<file path="src/hdl/fovc_pkg.sv">
// shared constants, widths and the arctangent table for the fov axis conversion core
// no dependencies; imported by every module under hdl

package fovc_pkg;

    localparam int ANGLE_BITS_DEF    = 16;
    localparam int CORDIC_STAGES_DEF = 16;

    // q30 angle accumulator and rotation coordinates, signed
    localparam int ZW = 33;
    localparam int RW = 33;
    // aspect ratio, unsigned q8.8
    localparam int RATIO_W = 16;
    localparam int RATIO_FRAC = 8;
    localparam logic [RATIO_W-1:0] RATIO_RESET = 16'd256;
    // clamped rotation coordinate, product and vectoring coordinate widths
    localparam int CLAMP_W = RW - 1;
    localparam int PROD_W = CLAMP_W + RATIO_W;
    localparam int VW = PROD_W - RATIO_FRAC + 3;

    localparam int FRAC_Q30 = 30;
    localparam logic [63:0] PI_Q60 = 64'h3243F6A8885A308D;

    typedef enum logic
    {
        OP_FROM_HORIZONTAL = 1'b0,
        OP_FROM_VERTICAL   = 1'b1
    } fovc_op_t;

    // atan(2^-i) in q30, truncated
    function automatic logic [31:0] fovc_atan(input int idx);
        logic [31:0] val;
        case (idx)
            0:  val = 32'h3243F6A8;
            1:  val = 32'h1DAC6705;
            2:  val = 32'h0FADBAFC;
            3:  val = 32'h07F56EA6;
            4:  val = 32'h03FEAB76;
            5:  val = 32'h01FFD55B;
            6:  val = 32'h00FFFAAA;
            7:  val = 32'h007FFF55;
            8:  val = 32'h003FFFEA;
            9:  val = 32'h001FFFFD;
            10: val = 32'h000FFFFF;
            11: val = 32'h0007FFFF;
            12: val = 32'h0003FFFF;
            13: val = 32'h0001FFFF;
            14: val = 32'h0000FFFF;
            15: val = 32'h00007FFF;
            16: val = 32'h00003FFF;
            17: val = 32'h00001FFF;
            18: val = 32'h00000FFF;
            19: val = 32'h000007FF;
            20: val = 32'h000003FF;
            21: val = 32'h000001FF;
            22: val = 32'h000000FF;
            23: val = 32'h0000007F;
            24: val = 32'h0000003F;
            25: val = 32'h0000001F;
            26: val = 32'h0000000F;
            27: val = 32'h00000007;
            28: val = 32'h00000003;
            29: val = 32'h00000001;
            default: val = 32'h00000000;
        endcase
        return val;
    endfunction

endpackage

</file>
<file path="src/hdl/fovc_ratio_scale.sv">
// clamps the rotated vector and scales one coordinate by the aspect ratio
// depends on fovc_pkg; sits between the rotation and the vectoring cell rows

module fovc_ratio_scale
    import fovc_pkg::*;
#(
    parameter int TW = 17
)
(
    input  logic                      clk,
    input  logic                      rst_n,
    input  logic        [RATIO_W-1:0] ratio,
    input  logic                      in_valid,
    output logic                      in_ready,
    input  logic signed [RW-1:0]      in_x,
    input  logic signed [RW-1:0]      in_y,
    input  logic        [TW-1:0]      in_tag,
    output logic                      out_valid,
    input  logic                      out_ready,
    output logic signed [VW-1:0]      out_x,
    output logic signed [VW-1:0]      out_y,
    output logic        [TW-1:0]      out_tag
);

    logic                 valid_reg, valid_next;
    logic signed [VW-1:0] x_reg, x_next;
    logic signed [VW-1:0] y_reg, y_next;
    logic        [TW-1:0] tag_reg;
    logic [CLAMP_W-1:0]   xc, yc, mul_in;
    logic [PROD_W-1:0]    prod;
    logic signed [VW-1:0] scaled;
    logic                 from_vertical;

    assign in_ready      = !valid_reg || out_ready;
    assign from_vertical = (in_tag[0] == OP_FROM_VERTICAL);

    always_comb
    begin
        xc     = in_x[RW-1] ? '0 : in_x[CLAMP_W-1:0];
        yc     = in_y[RW-1] ? '0 : in_y[CLAMP_W-1:0];
        mul_in = from_vertical ? yc : xc;
        prod   = PROD_W'(mul_in) * PROD_W'(ratio);
        scaled = $signed(VW'(prod[PROD_W-1:RATIO_FRAC]));
        if (from_vertical)
        begin
            x_next = $signed(VW'(xc));
            y_next = scaled;
        end
        else
        begin
            x_next = scaled;
            y_next = $signed(VW'(yc));
        end
        valid_next = in_ready ? in_valid : valid_reg;
    end

    always_ff @(posedge clk or negedge rst_n)
    begin
        if (!rst_n)
            valid_reg <= 1'b0;
        else
            valid_reg <= valid_next;
    end

    always_ff @(posedge clk)
    begin
        if (in_ready)
        begin
            x_reg   <= x_next;
            y_reg   <= y_next;
            tag_reg <= in_tag;
        end
    end

    assign out_valid = valid_reg;
    assign out_x     = x_reg;
    assign out_y     = y_reg;
    assign out_tag   = tag_reg;

endmodule

</file>
<file path="config.mk">
export PLATFORM = sky130hd
export DESIGN_NAME = fovc_ratio_scale
export DESIGN_NICKNAME = d
export VERILOG_FILES = /design/src/hdl/fovc_pkg.sv /design/src/hdl/fovc_ratio_scale.sv
export SDC_FILE = /design/constraint.sdc
export NUM_CORES = 1
export LEC_CHECK = 0
export ABC_AREA = 0
export BUFFER_PORTS_ARGS = -buffer_cell sky130_fd_sc_hd__buf_4
export CELL_PAD_IN_SITES_DETAIL_PLACEMENT = 1
export CELL_PAD_IN_SITES_GLOBAL_PLACEMENT = 1
export CORE_ASPECT_RATIO = 0.7
export CORE_MARGIN = 1
export CORE_UTILIZATION = 48
export DETAILED_ROUTE_END_ITERATION = 8
export PLACE_DENSITY_LB_ADDON = 0.1
export SYNTH_ARGS = -nofsm -noshare
export SYNTH_HDL_FRONTEND = slang
export SYNTH_SLANG_ARGS = --single-unit
export TNS_END_PERCENT = 10
</file>
<file path="constraint.sdc">
create_clock -name clk -period 3.3 [get_ports clk]
set_input_delay 0.33 -clock clk [delete_from_list [all_inputs] [get_ports clk]]
set_output_delay 0.33 -clock clk [all_outputs]
set_load 0.02 [all_outputs]
</file>
* Word level (Yosys, flattened, before mapping)
Index checks and enable logic that the tools add are counted.
** Storage, ports and cells
- Word-level logic and storage cells :: 14
- Register bits after elaboration :: 104
** Operators by class
- Reduce and logical (&&, ||, !) cells :: 2
- $mul :: 1
- Muxes and demuxes :: 5
** Operator list (count)
- 2-to-1 mux 32 bit :: 5
- multiplier 32 x 16 -> 48 bit :: 1
- zero test 1 bit :: 1
- logical OR 1 bit :: 1

* Longest topological paths before layout
- Depth after elaboration :: 4
- Depth in mapped cells :: 28
- Mapped depth without buffers :: 26

* Worst setup path after synthesis
OpenSTA, ideal clock, no wires.
- Kind :: input to register
- Start :: input in_tag[0]
- End :: register y_reg[25] (netlist: out_y[25]), data pin
- Stages :: 27
- Required time :: 3040 ps
- Path buffers :: 3
- Setup time :: 260 ps
- Data arrival time :: 7009 ps
- Path slack :: -3968 ps
- Cells stage by stage :: inv_2 buf_1 mux2i_1 clkbuf_1 nand2_1 fa_1 inv_1 fa_1 inv_1 fa_1 inv_1 fa_1 fa_1 inv_1 fa_1 inv_1 ha_1 clkbuf_1 a21o_1 a21o_1 a221oi_1 o31ai_2 nor4b_4 or2_2 a21oi_1 xnor2_1 mux2_2
** Between the ends
- Cells in the longest elaborated chain, start to end :: 3
** RTL lines
- start: declaration :: line fovc_ratio_scale.sv:17 : input logic [TW-1:0] in_tag,
- 2-to-1 mux 32 bit :: line fovc_ratio_scale.sv:41 : mul_in = from_vertical ? yc : xc;
- multiplier 32 x 16 -> 48 bit :: line fovc_ratio_scale.sv:42 : prod = PROD_W'(mul_in) * PROD_W'(ratio);
- 2-to-1 mux 32 bit * :: line fovc_ratio_scale.sv:44 : if (from_vertical)
- named net y_next[25] :: line fovc_ratio_scale.sv:27 : logic signed [VW-1:0] y_reg, y_next;
- end signal: assignment :: line fovc_ratio_scale.sv:70 : y_reg <= y_next;
- end: declaration :: line fovc_ratio_scale.sv:27
The timed path passes the listed nets; every way through them passes the cells marked *.
A chain may end at the register's enable or synchronous reset.

* Worst setup path in the final report
- Start :: input in_x[32]
- End :: register x_reg[35] (netlist: out_x[35]), data pin
** Between the ends
- Cells in the longest elaborated chain, start to end :: 3
** RTL lines
- start: declaration :: line fovc_ratio_scale.sv:15 : input logic signed [RW-1:0] in_x,
- 2-to-1 mux 32 bit :: line fovc_ratio_scale.sv:39 : xc = in_x[RW-1] ? '0 : in_x[CLAMP_W-1:0];
- 2-to-1 mux 32 bit :: line fovc_ratio_scale.sv:41
- multiplier 32 x 16 -> 48 bit :: line fovc_ratio_scale.sv:42
- end signal: assignment :: line fovc_ratio_scale.sv:69 : x_reg <= x_next;
- end: declaration :: line fovc_ratio_scale.sv:26 : logic signed [VW-1:0] x_reg, x_next;
Every way passes these cells.

==> flow_metrics.py <==
metrics = {
    "clocking": {
        "clockBufferDepth": 2,
        "worstSkewPairLatency_ps": 380,
        "cts_tree": "done",
        "root_buffer": "clkbuf_16",
        "htreeDepth": 3,
        "cts.sinks": 98,
        "numCtsBuffers": 9,
        "cts.clk_slew.worst_paths_ps": 80,
    },
    "detailed_routing": {
        "via_per_inst": 6.30,
        "drc_errors": 0,
        "avgRoutedWirePerCell_um": 32.3,
        "drt-initial-drc-count": 2135,
        "via_count": 21300,
        "drt_pre_antenna_iters": 5,
        "postRouteAntennaNets": 0,
        "finalWirelength_um": 109000,
    },
    "status": {
        "violations": "setup timing",
        "status": "finished, violations left",
    },
    "setup_path": {
        "cp-start-kind": "input pin",
        "required_ps": 3420,
        "critPathMostFrequentCell": "fa_1",
        "crit_slowest_cell": "fa_1",
        "crit_path_max_incr_delay_ps": 810,
        "crit_type": "input pin to register",
        "critPathArrivalTime_ps": 7660,
        "cp_max_fo": 9,
        "r2r_slack_ps": 1470,
        "crit_path_end_kind": "register",
    },
    "min_path": {
        "hold_path.class": "input pin to register",
    },
    "sta": {
        "setup_viol": 80,
        "max_freq_mhz": 133,
        "fin_crit_ps": 7540,
        "worst_slack_ps": -4240,
        "finalCritPeriodShare_pct": 229,
        "rsz0062_at_grt": "yes",
        "tns_ps": -291810,
        "max-slew-margin-rel_pct": 44.1,
        "worst_pin_slew_ps": 839,
        "slew_violations": 0,
        "skew_ps": 17.0,
        "finalHoldViolations": 0,
    },
    "run": {
        "cap_violations": 0,
    },
    "yosys": {
        "ys_warn_count": 0,
        "netlist.area_leader.share_pct": 40.1,
        "synthCells": 2306,
        "syn_area_per_cell_sq_um": 9.02,
        "synth_edf_count": 97,
        "async_reset_ff_share_pct": 1.02,
        "yosysMostFrequentCell": "inv_1",
        "ys_seq_area_share_pct": 14.1,
        "ys_seq_elements": 98,
        "synthTopCellsByCount": "478 x inv_1, 431 x nand2_1, 417 x fa_1",
        "ys_dominant_reg_cell": "edfxtp_1",
        "synth_cell_type_count": 60,
        "synth_area_leaders": "fa_1 40%, edfxtp_1 14%, inv_1 8.6%",
        "synth_area_sq_um": 20800,
        "yosys.area.top_type": "fa_1",
    },
    "die": {
        "initial_core_util_pct": 48.9,
        "num_rows": 63,
        "coreArea_sq_um": 42600,
        "dieArea_sq_um": 44200,
        "die_y_um": 176,
        "dieWidth_um": 251,
        "ios": 208,
    },
    "global_route": {
        "grt_max_degree": 54,
        "grt_pass1_vias": 22600,
        "grt_antenna_before_repair": 3,
        "grt_util_all_layers_pct": 41.1,
        "grt_pass1_wl_um": 136000,
        "gr-total-overflow": 0,
    },
    "placement": {
        "dpl_cell_area_sq_um": 25700,
        "place.gp.congestion": 0.923,
        "post-dp-hpwl_um": 60200,
        "portBuffers": 201,
    },
    "layout": {
        "finish.instance_area_sq_um": 28800,
        "nets": 3455,
        "layout-drive-gt1-share_pct": 34.9,
        "fin_util_pct": 67.7,
        "fillers": 4621,
        "multi_input_area_sq_um": 17400,
        "register_area_sq_um": 2940,
        "area_growth_pct": 38.5,
    },
}
-- final timing paths --
kind | startpoint | endpoint | cells after the start
worst max-delay path | in_x[32] | out_x[35]$_SDFFCE_PP0P_ | 31
max in group asynchronous | rst_n | out_valid$_DFFE_PN0P_ | 2
worst min-delay path | in_tag[9] | out_tag[9]$_DFFE_PP_ | 1
min in group asynchronous | rst_n | out_valid$_DFFE_PN0P_ | 2
worst max register to register | out_valid$_DFFE_PN0P_ | out_y[5]$_DFFE_PP_ | 2
worst min register to register | out_valid$_DFFE_PN0P_ | out_valid$_DFFE_PN0P_ | 2
-- placed cells by master, fill, tap and decap left out, drive strengths merged, types with 18 or more instances in the layout --
master and count:
mux2i 21, fa 417, nand2b 18, edfxtp 97, a21o 43, o21ai 72
nor2 52, buf 628, and2 180, ha 117, inv 478, nand2 431
nand3b 20, xnor2 28, a21oi 47
-- layout make-up --
class	count	share of cell area [%]
well taps	552	2.40
inverters	479	6.31
diodes	3	0.0261
repair buffers	631	19.5
clock buffers	11	0.808
flip-flops and latches	98	10.2
clock inverters	5	0.191
multi-input cells	1599	60.6
-- kinds of logic after synthesis --
| logic type | after synthesis | share of synthesized area, % |
|---|---|---|
| flip-flops | 98 | 14.1 |
| other | 1 | 0.0180 |
| AO/OA/AOI/OAI | 213 | 6.62 |
| multiplexers | 28 | 1.39 |
| AND/OR/NAND/NOR | 777 | 17.7 |
| buffers and inverters | 614 | 11.2 |
| XOR/XNOR | 41 | 1.73 |
| adder cells (fa/ha/maj) | 534 | 47.2 |
-- timing repair --
action	CTS	global route
gates cloned	4	0
resized for setup	268	183
endpoints found under the setup margin	80	80
pin swaps	106	112
hold buffers	1	0
endpoints found under the hold margin	1	0
setup buffers	60	29
-- sequential cells by signal, summed over array words and instances, names as in the netlist --
| register | flops |
|---|---|
| out_x | 40 |
| out_y | 40 |
| out_tag | 17 |
| out_valid | 1 |
-- metrics by stage --
step           hold WS, ps  instances  setup slack, ps
4_1_cts                127       3351            -3380
6_report               122       3378            -4240
2_1_floorplan         34.4       2311            -3130
5_1_grt                124       3376            -4500
3_5_place_dp           109       3270            -4190
3_3_place_gp           106       3270            -4020
-- metal layers --
metal / vias to the layer above / GRT usage [%] / share of wire (%)
met3: 800 / 6.58 / 10
li1: 7982 / - / -
met2: 1844 / 73.5 / 47
met4: 0 / 23.6 / 11
met5: - / 0 / 0
met1: 10700 / 46.8 / 32
-- critical path: cells and delay by family --
kind | cells | cell delay (ps)
simple gates | 3 | 340
buf+inv | 12 | 1580
compound gates | 8 | 1130
mux | 1 | 290
fa+ha+maj | 7 | 3920
Power is not shown: default switching activity piles up to over one toggle a cycle in this logic, so the estimate is an artifact.
