===== src/hdl/fovc_pkg.sv =====
// shared constants, widths and the arctangent table for the fov axis conversion core
// no dependencies; imported by every module under hdl

package fovc_pkg;

    localparam int ANGLE_BITS_DEF    = 16;
    localparam int CORDIC_STAGES_DEF = 16;

    // q30 angle accumulator and rotation coordinates, signed
    localparam int ZW = 33;
    localparam int RW = 33;
    // aspect ratio, unsigned q8.8
    localparam int RATIO_W = 16;
    localparam int RATIO_FRAC = 8;
    localparam logic [RATIO_W-1:0] RATIO_RESET = 16'd256;
    // clamped rotation coordinate, product and vectoring coordinate widths
    localparam int CLAMP_W = RW - 1;
    localparam int PROD_W = CLAMP_W + RATIO_W;
    localparam int VW = PROD_W - RATIO_FRAC + 3;

    localparam int FRAC_Q30 = 30;
    localparam logic [63:0] PI_Q60 = 64'h3243F6A8885A308D;

    typedef enum logic
    {
        OP_FROM_HORIZONTAL = 1'b0,
        OP_FROM_VERTICAL   = 1'b1
    } fovc_op_t;

    // atan(2^-i) in q30, truncated
    function automatic logic [31:0] fovc_atan(input int idx);
        logic [31:0] val;
        case (idx)
            0:  val = 32'h3243F6A8;
            1:  val = 32'h1DAC6705;
            2:  val = 32'h0FADBAFC;
            3:  val = 32'h07F56EA6;
            4:  val = 32'h03FEAB76;
            5:  val = 32'h01FFD55B;
            6:  val = 32'h00FFFAAA;
            7:  val = 32'h007FFF55;
            8:  val = 32'h003FFFEA;
            9:  val = 32'h001FFFFD;
            10: val = 32'h000FFFFF;
            11: val = 32'h0007FFFF;
            12: val = 32'h0003FFFF;
            13: val = 32'h0001FFFF;
            14: val = 32'h0000FFFF;
            15: val = 32'h00007FFF;
            16: val = 32'h00003FFF;
            17: val = 32'h00001FFF;
            18: val = 32'h00000FFF;
            19: val = 32'h000007FF;
            20: val = 32'h000003FF;
            21: val = 32'h000001FF;
            22: val = 32'h000000FF;
            23: val = 32'h0000007F;
            24: val = 32'h0000003F;
            25: val = 32'h0000001F;
            26: val = 32'h0000000F;
            27: val = 32'h00000007;
            28: val = 32'h00000003;
            29: val = 32'h00000001;
            default: val = 32'h00000000;
        endcase
        return val;
    endfunction

endpackage


===== src/hdl/fovc_cordic_cell.sv =====
// one cordic micro-rotation cell with its own valid/ready stage register
// depends on fovc_pkg for the angle width and the arctangent table

module fovc_cordic_cell
    import fovc_pkg::*;
#(
    parameter int   IDX       = 0,
    parameter bit   VECTORING = 1'b0,
    parameter int   CW        = RW,
    parameter int   TW        = 17
)
(
    input  logic                 clk,
    input  logic                 rst_n,
    input  logic                 in_valid,
    output logic                 in_ready,
    input  logic signed [CW-1:0] in_x,
    input  logic signed [CW-1:0] in_y,
    input  logic signed [ZW-1:0] in_z,
    input  logic        [TW-1:0] in_tag,
    output logic                 out_valid,
    input  logic                 out_ready,
    output logic signed [CW-1:0] out_x,
    output logic signed [CW-1:0] out_y,
    output logic signed [ZW-1:0] out_z,
    output logic        [TW-1:0] out_tag
);

    logic                 valid_reg, valid_next;
    logic signed [CW-1:0] x_reg, x_next;
    logic signed [CW-1:0] y_reg, y_next;
    logic signed [ZW-1:0] z_reg, z_next;
    logic        [TW-1:0] tag_reg;
    logic signed [CW-1:0] dx, dy;
    logic signed [ZW-1:0] ang;
    logic                 ccw;

    assign in_ready = !valid_reg || out_ready;

    always_comb
    begin
        dx  = in_x >>> IDX;
        dy  = in_y >>> IDX;
        ang = $signed({1'b0, fovc_atan(IDX)});
        // rotation follows the residual angle, vectoring drives y to zero
        if (VECTORING)
            ccw = (in_y <= 0);
        else
            ccw = (in_z >= 0);
        if (ccw)
        begin
            x_next = in_x - dy;
            y_next = in_y + dx;
            z_next = in_z - ang;
        end
        else
        begin
            x_next = in_x + dy;
            y_next = in_y - dx;
            z_next = in_z + ang;
        end
        valid_next = in_ready ? in_valid : valid_reg;
    end

    always_ff @(posedge clk or negedge rst_n)
    begin
        if (!rst_n)
            valid_reg <= 1'b0;
        else
            valid_reg <= valid_next;
    end

    always_ff @(posedge clk)
    begin
        if (in_ready)
        begin
            x_reg   <= x_next;
            y_reg   <= y_next;
            z_reg   <= z_next;
            tag_reg <= in_tag;
        end
    end

    assign out_valid = valid_reg;
    assign out_x     = x_reg;
    assign out_y     = y_reg;
    assign out_z     = z_reg;
    assign out_tag   = tag_reg;

endmodule


===== config.mk =====
export PLATFORM = sky130hd
export DESIGN_NAME = fovc_cordic_cell
export DESIGN_NICKNAME = d
export VERILOG_FILES = /design/src/hdl/fovc_pkg.sv /design/src/hdl/fovc_cordic_cell.sv
export SDC_FILE = /design/constraint.sdc
export NUM_CORES = 1
export LEC_CHECK = 0
export BUFFER_PORTS_ARGS = -buffer_cell sky130_fd_sc_hd__buf_2
export CORE_ASPECT_RATIO = 2
export CORE_UTILIZATION = 50
export CTS_CLUSTER_SIZE = 14
export DETAILED_ROUTE_END_ITERATION = 12
export HOLD_SLACK_MARGIN = 0.06
export PLACE_DENSITY = 0.81
export SLEW_MARGIN = 5
export SYNTH_ARGS = -nofsm -noshare
export SYNTH_HDL_FRONTEND = slang
export SYNTH_SLANG_ARGS = --single-unit

===== constraint.sdc =====
create_clock -name clk -period 4.3 [get_ports clk]
set_clock_uncertainty 0.15 [all_clocks]
set_input_delay 0.43 -clock clk [delete_from_list [all_inputs] [get_ports clk]]
set_output_delay 0.43 -clock clk [all_outputs]
set_load 0.005 [all_outputs]

* Yosys cells after proc, flatten, opt, wreduce, memory -nomap -nowiden
Index checks and enable logic that the tools add are counted.
** Storage, ports and cells
- Input bits :: 120
- Output and inout bits :: 118
- Register bits :: 117
- Logic and storage cells :: 16
** Operators by class
- Reduce and logical (&&, ||, !) cells :: 2
- Add/subtract/negate cells :: 5
- Muxes and demuxes :: 3
- $lt $le $gt $ge :: 1
** Operators by type and width (number)
- 33-bit two-way mux :: 3
- 33-bit subtractor :: 2
- 33-bit by 31-bit adder with 33-bit output, second input constant :: 1
- 33-bit adder :: 1
- 33-bit by 1-bit >= comparator with 1-bit output, second input constant :: 1
- 33-bit by 31-bit subtractor with 33-bit output, second input constant :: 1
- 1-bit zero test :: 1
- 1-bit logical OR :: 1

* Depth between registers and ports, before layout
Gate-level depths: netlist of run 1.
- Depth in word-level cells :: 2
- Gate-level depth with buffers :: 13
- Gate-level depth less buffers :: 12

* Worst setup path before layout of run 1
OpenSTA, ideal clock, no wires.
- Path type :: input-to-reg
- Start point :: input port out_ready
- End point :: register tag_reg[0] (netlist: out_tag[0]) (enable)
- Buffers on the path :: 0
- Path slack :: 0.388 ns
- Data required time :: 3.653 ns
- Setup time :: 0.497 ns
- Data arrival time :: 3.265 ns
- Stages on the path :: 1
- Cells stage by stage :: nand2b_1
** Between the ends
- Cells in the longest elaborated chain, start to end :: 1
** RTL lines
- start, declared :: RTL line fovc_cordic_cell.sv:22 : input logic out_ready,
- 1-bit logical OR :: RTL line fovc_cordic_cell.sv:38 : assign in_ready = !valid_reg || out_ready;
- end signal, assigned :: RTL line fovc_cordic_cell.sv:80 : tag_reg <= in_tag;
- end, declared :: RTL line fovc_cordic_cell.sv:33 : logic [TW-1:0] tag_reg;
No other way between the ends.
A chain may end at the register's enable or synchronous reset.

* Final worst setup path of run 1
- Start point :: input port in_x[5]
- End point :: register y_reg[32] (netlist: out_y[32]) (data pin)
** Between the ends
- Cells in the longest elaborated chain, start to end :: 2
- Elaborated cells on any way between the ends :: 3
- Those cells by class :: 2 x add/sub; 1 x mux
** RTL lines
- start, declared :: RTL line fovc_cordic_cell.sv:17 : input logic signed [CW-1:0] in_x,
- 33-bit subtractor or 33-bit adder (tied branches) :: RTL line fovc_cordic_cell.sv:59, fovc_cordic_cell.sv:53
- 33-bit two-way mux * :: RTL line fovc_cordic_cell.sv:50 : if (ccw)
- named net y_next[32] :: RTL line fovc_cordic_cell.sv:31 : logic signed [CW-1:0] y_reg, y_next;
- end signal, assigned :: RTL line fovc_cordic_cell.sv:78 : y_reg <= y_next;
- end, declared :: RTL line fovc_cordic_cell.sv:31
The timed path passes the listed nets; every way through them passes the cells marked *.

==> run metrics, run 1 <==
Antenna Diode Count 0; CTS Sinks 116; min Tclk post-route 3.33 ns; CP endpoint kind register; Yosys top cell area share 33.6%; Hold WC Path Type in -> async; Syn Nets 1,367; area delta synth->final 21.4%; IO Port Bufs 237; Crit path arrival time 3.35 ns; total power 4350 µW; worst-case clock buffer depth 2; Clock Latency Late Sink 0.44 ns; total CTS buffers 17; CP max stage delay 0.77 ns; Initial Utilization 51.4%; Slew Limit Fails 0; Max Cap Violations 0; Leak Pwr 0.00575 µW; H-tree levels 4; startpoint types input port; share of cells above drive strength 1 22.7%; Seq/Total Area, Yosys 33.8%; number of fill cells in the layout 1,773; asr flop ratio synth 0.862%; final core utilization 62.4%; EDFF count, synth 115; GRT overflow 0; Data required, critical path 4.32 ns; DRT iter0 DRCs 514; num ports 238; vias in the first global route 9,946; FP Rows 73; Gate Count Post-Synth 1,119; crit share post-route 77.4%; CP dominant cell by count inv_1; worst slew pin tran 0.964 ns; cell chain of the critical path buf_2 -> inv_1 -> ha_1 -> inv_1 -> a2111oi_0 -> a21o_1 -> a21oi_1 -> a21bo_2 -> a31o_2 -> a31oi_1 -> o21ai_1 -> xnor2_1; hpwl dp 25,600 µm; Max IR drop VDD 0.215 mV; first-pass GRT wire length 50,500 µm; synthesized area per cell 9.19 µm²; Reg clk slew, reported paths 0.06 ns; Main synth FF type edfxtp_1; Yosys cell types 81; fmax 300 MHz; top cells by area, synth edfxtp_1 (34%), ha_1 (15%), a21oi_1 (6.1%); core area 20,000 µm²; Routed Antenna Nets 0; Die Width 103 µm; CTS Root Cell clkbuf_16; die height 205 µm; postcts setup bufs 0; Power Density 349 nW/µm²; CTS tree built; DIE AREA 21,200 µm²; FF+latch count, synth 116; RePlAce Congestion 0.996; RSZ-0062 raised after global routing no; Worst Reg2Reg Path Length in Cells 2; Rel. slew slack 35.3%; Setup-failing EPs final 0; slowest CP cell a2111oi_0; largest net degree at the start of global routing 88; GRT Overall Usage 32.3%; DR pass1 iterations 6; outcome complete, no violations; Via density 5.94; final setup TNS 0 ns; critical path class in -> reg; Hold Fails Final Rpt 0; Routed WL 33,100 µm; initial antenna violation count 0; DRC Markers 0; Nets 1,614; WL/cell 20.2 µm; number of synthesis warnings 0; Synth area leader edfxtp_1; total standard cell area after synthesis 10,300 µm²; CP Max Fanout 11; DR vias 9,746
## cells in the final DEF, fill, tap and decap left out, types with 8 or more instances in the layout
master	synthesis	layout
inv_1	104	104
mux2i_1	16	16
o31ai_1	12	12
xor2_1	16	16
clkbuf_16	0	17
nor3_1	19	19
a31oi_1	17	17
dlygate4sd3_1	0	22
o21a_1	11	11
o21ai_0	57	57
nand4_1	12	12
ha_1	124	124
buf_4	1	13
a21oi_1	126	126
nor2b_1	10	10
a211oi_1	11	11
nor2_1	85	85
buf_2	11	236
o21bai_1	17	17
a2111oi_0	8	8
a21o_1	40	40
o211ai_1	9	9
edfxtp_1	115	115
nand2b_1	19	18
nand2_1	57	57
xnor2_1	71	71
## report_power, final
group / switching [µW] / leakage (µW) / internal [µW]
Sequential: 53.2 / 0.00117 / 1500
Clock: 554 / 0.000275 / 794
Combinational: 860 / 0.00431 / 591
## cell type report
cell class / count / area [µm²] / share of cell area [%]
Inverter: 108 / 408 / 3.27
Timing Repair Buffer: 271 / 1500 / 12.0
Tap cell: 262 / 328 / 2.63
Clock buffer: 17 / 425 / 3.41
Sequential cell: 116 / 3480 / 27.9
Multi-Input combinational cell: 852 / 6200 / 49.7
Clock inverter: 15 / 131 / 1.05
## cell families after synthesis
family,share of synthesized area [%]
AO/OA/AOI/OAI,23.7
AND/OR/NAND/NOR,11.7
buffers and inverters,5.88
adder cells (fa/ha/maj),15.9
flip-flops,33.8
XOR/XNOR,7.41
multiplexers,1.56
## synthesized netlist by cell type, types with 10 or more instances
library cell	count
a21oi_1	126
ha_1	124
edfxtp_1	115
inv_1	104
nor2_1	85
xnor2_1	71
nand2_1	57
o21ai_0	57
a21o_1	40
clkbuf_1	23
nand2b_1	19
nor3_1	19
a31oi_1	17
o21bai_1	17
mux2i_1	16
xor2_1	16
nand4_1	12
o31ai_1	12
a211oi_1	11
buf_2	11
o21a_1	11
nor2b_1	10
## repair_timing
item                      CTS  global route
gates resized for setup     0             0
hold endpoints to repair   22             0
hold buffers               22             0
## sequential cells by signal (all words and copies together), names as in the netlist
signal / count
out_z: 33
out_x: 33
out_y: 32
out_valid: 1
out_tag: 17
## routing by layer
metal	wire, µm	up-vias	GRT usage [%]
met5	0	-	0
met4	2580	0	26.0
met3	1960	166	5.87
met2	18000	486	59.3
met1	10500	4541	29.6
li1	-	4553	-
## per-stage QoR
stage          std cells  hold WS [ns]  cell area (µm²)  setup WS (ns)
2_1_floorplan       1119       -0.0156            10300          0.388
3_3_place_gp        1587        0.0550            11700          0.702
3_5_place_dp        1587        0.0581            11700          0.607
4_1_cts             1641         0.132            12500           1.05
5_1_grt             1641         0.158            12500          0.762
6_report            1641         0.133            12500          0.970
## worst max-delay path, delay by kind of cell
kind	cells	cell delay, ns
buffers and inverters	3	0.31
adders and majority gates	1	0.51
xor gates and xnor gates	1	0.17
AOI/OAI and AO/OA	7	1.93
## worst paths after layout
| path | from | to | slack, ns |
|---|---|---|---|
| setup reg to reg | out_valid | out_z[10] | 2.41 |
| max in group asynchronous | rst_n | out_valid | 3.78 |
| hold reg to reg | out_valid | out_valid | 0.83 |
| hold / removal | rst_n | out_valid | 0.13 |
| setup / recovery | in_x[5] | out_y[32] | 0.97 |
| min in group clk | in_z[3] | out_z[3] | 0.17 |
No activity file was read; power rests on OpenSTA's default activity.
==> run 2: changes to the inputs <==
==> constraint.sdc (replaced) <==
create_clock -name clk -period 3.39 [get_ports clk]
set_clock_uncertainty 0.15 [all_clocks]
set_input_delay 0.339 -clock clk [delete_from_list [all_inputs] [get_ports clk]]
set_output_delay 0.339 -clock clk [all_outputs]
set_load 0.005 [all_outputs]
==> run 2 against run 1 <==
  * Count of clock-buffer cells in the layout is the same
  * Power grew 37%
  * Critical path depth grew 2
  * First-iteration DRC count grew 30%
==> run metrics, run 2 (same netlist as run 1, synthesis figures left out) <==
leading cell type in the layout, fill and taps excluded buf_2 (unchanged); Hold WC Path Type in -> reg (was in -> async); CTS Root Cell clkbuf_16 (unchanged); IO Port Bufs 237 (unchanged); Post-Layout Inst Area 13,500 µm² (was 12,500 µm²); Max IR drop VDD 0.325 mV (was 0.215 mV); number of fill cells in the layout 1,681 (was 1,773); Nets 1,738 (was 1,614); Initial Utilization 51.4% (unchanged); Data required, critical path 3.42 ns (was 4.32 ns); worst-case clock buffer depth 2 (unchanged); vias in the first global route 10,700 (was 9,946); CP Max Fanout 8 (was 11); total CTS buffers 17 (unchanged); Hold Fails Final Rpt 0 (unchanged); Routed Antenna Nets 0 (unchanged); GRT overflow 0 (unchanged); Max Cap Violations 0 (unchanged); hpwl dp 27,200 µm (was 25,600 µm); largest net degree at the start of global routing 79 (was 88); outcome complete, no violations (unchanged); startpoint types input port (unchanged); worst slew pin tran 0.862 ns (was 0.964 ns); Reg clk slew, reported paths 0.06 ns (about the same); DRC Markers 0 (unchanged); CP endpoint kind register (unchanged); fmax 314 MHz; total power 5960 µW (was 4350 µW); Die Width 103 µm (unchanged); num ports 238 (unchanged); DIE AREA 21,200 µm² (unchanged); DRT iter0 DRCs 666 (was 514); DR vias 10,300 (was 9,746); postcts setup bufs 0 (unchanged); most frequent cells in the layout buf_2 (236), buf_4 (136), a21oi_1 (126) (was buf_2 (236), a21oi_1 (126), ha_1 (124)); Power Density 442 nW/µm² (was 349 nW/µm²); GRT Overall Usage 34.8% (was 32.3%); Leak Pwr 0.00639 µW (was 0.00575 µW); Rel. slew slack 42.6% (was 35.3%); CTS Sinks 116 (unchanged); Placed Instance Area 12,600 µm² (was 11,700 µm²); Antenna Diode Count 0 (unchanged); Pint 3980 µW (was 2880 µW); FP Rows 73 (unchanged); min Tclk post-route 3.19 ns; NetSw 1980 µW (was 1470 µW); clock share of power 32.5% (was 31.0%); slowest CP cell a2111oi_2 (was a2111oi_0); CTS tree built (unchanged); CP max stage delay 0.37 ns (was 0.77 ns); RSZ-0062 raised after global routing no (unchanged); core area 20,000 µm² (unchanged); first-pass GRT wire length 54,500 µm (was 50,500 µm); Setup-failing EPs final 0 (unchanged); initial antenna violation count 0 (unchanged); cell chain of the critical path buf_2 -> inv_1 -> ha_1 -> buf_4 -> buf_4 -> a21o_2 -> a2111oi_2 -> a21oi_1 -> a31oi_1 -> o211ai_1 -> a21boi_2 -> o21ai_0 -> a31oi_1 -> xnor2_1 (was buf_2 -> inv_1 -> ha_1 -> inv_1 -> a2111oi_0 -> a21o_1 -> a21oi_1 -> a21bo_2 -> a31o_2 -> a31oi_1 -> o21ai_1 -> xnor2_1); Via density 5.84 (was 5.94); RePlAce Congestion 1.00 (was 0.996); area delta synth->final 31.2% (was 21.4%); Slew Limit Fails 0 (unchanged); Crit path arrival time 3.22 ns (was 3.35 ns); WL/cell 20.1 µm (was 20.2 µm); critical path class in -> reg (unchanged); DR pass1 iterations 5 (was 6); crit share post-route 94.0%; logic gate share of total power 34.3% (was 33.4%); share of cells above drive strength 1 29.2% (was 22.7%); final setup TNS 0 ns (unchanged); Routed WL 35,400 µm (was 33,100 µm); Clock Latency Late Sink 0.43 ns (was 0.44 ns); switching share of total power 33.2% (was 33.7%); die height 205 µm (unchanged); sequential power share 33.2% (was 35.7%); H-tree levels 4 (unchanged)
==> run 2: cell count changes in the layout (fill, tap and decap cells not counted), sizes merged <==
| cell | change |
|---|---|
| buf | +124 |
| clkinv | -5 |
| inv | +3 |
| bufinv | +2 |
==> run 2: power groups by stage <==
| stage | clock (µW) | sequential (µW) | combinational, µW |
|---|---|---|---|
| 3_3_place_gp | 0 | 2000 | 1920 |
| 5_1_grt | 2000 | 2000 | 2210 |
| 2_1_floorplan | 0 | 2030 | 1050 |
| 3_5_place_dp | 0 | 2000 | 1950 |
| 4_1_cts | 1940 | 1980 | 1990 |
| 6_report | 1940 | 1980 | 2040 |
==> run 2: area by class of cell <==
| type | instances | area [µm²] | share of cell area, % |
|---|---|---|---|
| repair buffers | 395 | 2440 | 18.1 |
| clock buffers | 17 | 425 | 3.15 |
| flip-flops and latches | 116 | 3480 | 25.8 |
| well taps | 262 | 328 | 2.43 |
| inverters | 108 | 408 | 3.02 |
| clock inverters | 15 | 195 | 1.45 |
| multi-input cells | 852 | 6210 | 46.0 |
==> run 2: per-stage QoR <==
step | hold slack [ns] | utilization [%] | instances | worst slack (ns)
2_1_floorplan | -0.107 | - | 1119 | 0.0743
3_3_place_gp | -0.0365 | 63.2 | 1711 | -0.310
3_5_place_dp | -0.0353 | 63.2 | 1711 | -0.342
4_1_cts | 0.0688 | 67.4 | 1765 | 0.0829
5_1_grt | 0.0870 | 67.4 | 1765 | 0.0674
6_report | 0.0911 | 67.4 | 1765 | 0.202
==> run 2: repair_timing <==
action,CTS,global route
hold buffers,22,0
endpoints found under the setup margin,0,3
resized for setup,0,1
endpoints found under the hold margin,22,0
==> run 2: path summary, 6_finish.rpt <==
check                           startpoint         to  slack [ns]  cells after the start
worst max-delay path               in_x[4]  out_y[26]        0.20                     14
worst min-delay path               in_z[3]   out_z[3]        0.09                      2
worst max register to register   out_valid  out_x[16]        1.56                      2
worst min register to register   out_valid  out_x[19]        0.96                      1
max in group asynchronous            rst_n  out_valid        2.90                      2
min in group asynchronous            rst_n  out_valid        0.11                      2
==> run 2: layer usage <==
layer,up-vias,wire length (µm),part of all wire (%),track usage (%)
li1,4795,-,-,-
met1,4840,11200,32,31.7
met2,485,19400,55,64.5
met3,191,1860,5.2,6.04
met4,0,2940,8.3,28.1
met5,-,0,0,0
==> run 2: worst max-delay path, delay by kind of cell <==
kind,cells,cell delay [ns]
AO/OA/AOI/OAI,8,2.01
XOR/XNOR,1,0.09
adder cells (fa/ha/maj),1,0.31
buffers and inverters,4,0.46
==> run 3: changes to the inputs <==
--- a/config.mk
+++ b/config.mk
@@ -11,7 +11,7 @@
 export CTS_CLUSTER_SIZE = 14
 export DETAILED_ROUTE_END_ITERATION = 12
 export HOLD_SLACK_MARGIN = 0.06
-export PLACE_DENSITY = 0.81
+export PLACE_DENSITY = 0.84
 export SLEW_MARGIN = 5
 export SYNTH_ARGS = -nofsm -noshare
 export SYNTH_HDL_FRONTEND = slang
==> constraint.sdc (replaced) <==
create_clock -name clk -period 2.6 [get_ports clk]
set_clock_uncertainty 0.15 [all_clocks]
set_input_delay 0.26 -clock clk [delete_from_list [all_inputs] [get_ports clk]]
set_output_delay 0.26 -clock clk [all_outputs]
set_load 0.005 [all_outputs]
==> run 3 against run 2 <==
  * The flow now finishes with violations (negative setup slack)
  * Flip-flop and latch count stayed put
  * Sequential share of layout area is 4.7 points lower
  * Critical path depth is 1 lower
  * Sequential power is 30% higher
  * Power is 46% higher
  * Global-route usage is 5.5 points higher
  * First-iteration DRC count is 33% higher
  * Register-to-register slack worse by 0.49 ns
  * Count of clock-buffer cells in the layout stayed put
  * Final area is 22% higher
  * Die area stayed put
  * Largest power group unchanged
  * Highest routed layer is now met5
==> run metrics, run 3 (same netlist as run 1, synthesis figures left out) <==
outcome complete, but fails checks (was complete, no violations); failing checks negative setup slack; worst-case clock buffer depth 2 (unchanged); largest net degree at the start of global routing 83 (was 79); CP startpoint in_z[32] (was in_x[4]); min Tclk post-route 2.82 ns; core area 20,000 µm² (unchanged); WL/cell 22.3 µm (was 20.1 µm); die height 205 µm (unchanged); Clock Latency Late Sink 0.44 ns (was 0.43 ns); Setup-failing EPs final 18 (was 0); Hold Fails Final Rpt 0 (unchanged); CTS Root Cell clkbuf_16 (unchanged); Worst Reg2Reg Path Length in Cells 2 (unchanged); fmax 355 MHz; Rel. slew slack 25.4% (was 42.6%); Max IR drop VDD 0.448 mV (was 0.325 mV); Routed WL 44,000 µm (was 35,400 µm); total power 8700 µW (was 5960 µW); IO Port Bufs 237 (unchanged); R2R setup slack 1.07 ns (was 1.56 ns); Power Density 528 nW/µm² (was 442 nW/µm²); DR pass1 iterations 7 (was 5); leading cell type in the layout, fill and taps excluded buf_4 (was buf_2); startpoint types input port (unchanged); Nets 1,948 (was 1,738); vias in the first global route 12,100 (was 10,700); slowest CP cell ha_1 (was a2111oi_2); Data required, critical path 2.65 ns (was 3.42 ns); reg2reg end out_y[8] (was out_x[16]); worst slew pin tran 1.12 ns (was 0.862 ns); number of fill cells in the layout 1,171 (was 1,681); Hold EP out_y[32] (was out_z[3]); CP Max Fanout 6 (was 8); Slew Limit Fails 0 (unchanged); DR vias 11,900 (was 10,300); CTS Sinks 116 (unchanged); num ports 238 (unchanged); CP max stage delay 0.34 ns (was 0.37 ns); H-tree levels 4 (unchanged); Routed Antenna Nets 0 (unchanged); share of cells above drive strength 1 46.6% (was 29.2%); hpwl dp 29,700 µm (was 27,200 µm); Leak Pwr 0.00763 µW (was 0.00639 µW); Crit path arrival time 2.87 ns (was 3.22 ns); CP endpoint kind register (unchanged); final core utilization 82.4% (was 67.4%); CTS tree built (unchanged); total CTS buffers 17 (unchanged); FF-to-FF Start out_valid (unchanged); RePlAce Congestion 1.02 (was 1.00); worst hold path startpoint in_y[32] (was in_z[3]); Max Cap Violations 0 (unchanged); FP Rows 73 (unchanged); Die Width 103 µm (unchanged); GRT overflow 0 (unchanged); Final WS setup -0.221 ns (was 0.202 ns); Via density 6.02 (was 5.84); Initial Utilization 51.4% (unchanged); GRT Overall Usage 40.3% (was 34.8%); CP dominant cell by count buf_4; DIE AREA 21,200 µm² (unchanged); Hold WC Path Type in -> reg (unchanged); RSZ-0062 raised after global routing yes (was no); critical path class in -> reg (unchanged); initial antenna violation count 3 (was 0); Reg clk slew, reported paths 0.06 ns (about the same); DRT iter0 DRCs 883 (was 666); area delta synth->final 60.3% (was 31.2%); cell chain of the critical path buf_12 -> ha_1 -> a21o_1 -> a211oi_4 -> a2111oi_4 -> nor3b_2 -> buf_4 -> o31ai_4 -> buf_4 -> o21ai_4 -> nor3_2 -> a221o_1 -> a31o_2 (was buf_2 -> inv_1 -> ha_1 -> buf_4 -> buf_4 -> a21o_2 -> a2111oi_2 -> a21oi_1 -> a31oi_1 -> o211ai_1 -> a21boi_2 -> o21ai_0 -> a31oi_1 -> xnor2_1); first-pass GRT wire length 62,400 µm (was 54,500 µm); crit share post-route 108%; DRC Markers 0 (unchanged); hold depth 3 (was 2); Antenna Diode Count 0 (unchanged); most frequent cells in the layout buf_4 (326), buf_2 (222), edfxtp_1 (115) (was buf_2 (236), buf_4 (136), a21oi_1 (126))
-- run 3: cell types whose count changed in the layout (fill, tap and decap cells not counted), sizes merged --
cell | previous run | this run
buf | 373 | 580
clkbuf | 17 | 18
clkinv | 7 | 10
clkinvlp | 1 | 2
dlygate4sd3 | 22 | 24
inv | 112 | 108
-- run 3: power breakdown --
group          internal, µW  switching [µW]  total [µW]
Sequential             2480            97.0        2570
Combinational          1720            1910        3630
Clock                  1510             984        2490
Total                  5710            2990        8700
-- run 3: metal layers --
metal	routed length (µm)	vias to the layer above	track usage, %
met5	27	-	0
met4	4400	4	35.4
met3	3080	318	12.4
met2	23500	748	72.7
met1	13000	5598	33.7
li1	-	5229	-
-- run 3: per-stage QoR --
stage                     std cells  hold WS, ns  area, µm²  worst slack [ns]  TNS [ns]
final                          1975        0.116      16500            -0.221     -1.07
after global routing           1975        0.123      16500            -0.324     -3.39
after global placement         1886       -0.115      14300            -0.792    -27.29
after CTS                      1948       0.0884      15600           -0.0474    -0.161
after detailed placement       1886       -0.114      14300            -0.805    -29.38
after floorplan                1119       -0.186      10600            -0.202     -1.73
-- run 3: worst max-delay path by stage --
stage | cells after the start | slack [ns] | to
final | 13 | -0.22 | out_z[29]
after global routing | 13 | -0.32 | out_z[31]
after CTS | 13 | -0.05 | out_y[32]
after detailed placement | 14 | -0.80 | out_x[30]
after global placement | 14 | -0.79 | out_x[30]
after floorplan | 11 | -0.20 | out_z[30]
-- run 3: timing repair --
action                                  4_1_cts  5_1_grt
buffers inserted                              9       27
resized for setup                            95      134
hold endpoints to repair                     23        0
endpoints found under the setup margin       35       43
hold buffers                                 24        0
cloned                                        0        1
pin swaps                                    40       89
-- run 3: final cells by class --
class | count | area, µm² | area share, %
clock buffer | 17 | 425 | 2.58
tap | 262 | 328 | 1.99
timing repair buffer | 605 | 4260 | 25.8
multi-input combinational | 852 | 7370 | 44.7
clock inverter | 15 | 181 | 1.10
inverter | 108 | 435 | 2.64
sequential | 116 | 3480 | 21.1
-- run 3: critical path, delay by kind of cell --
kind                     cells  cell delay, ns
AO/OA/AOI/OAI                7            1.55
adder cells (fa/ha/maj)      1            0.34
buffers and inverters        3            0.44
AND/OR/NAND/NOR              2            0.26
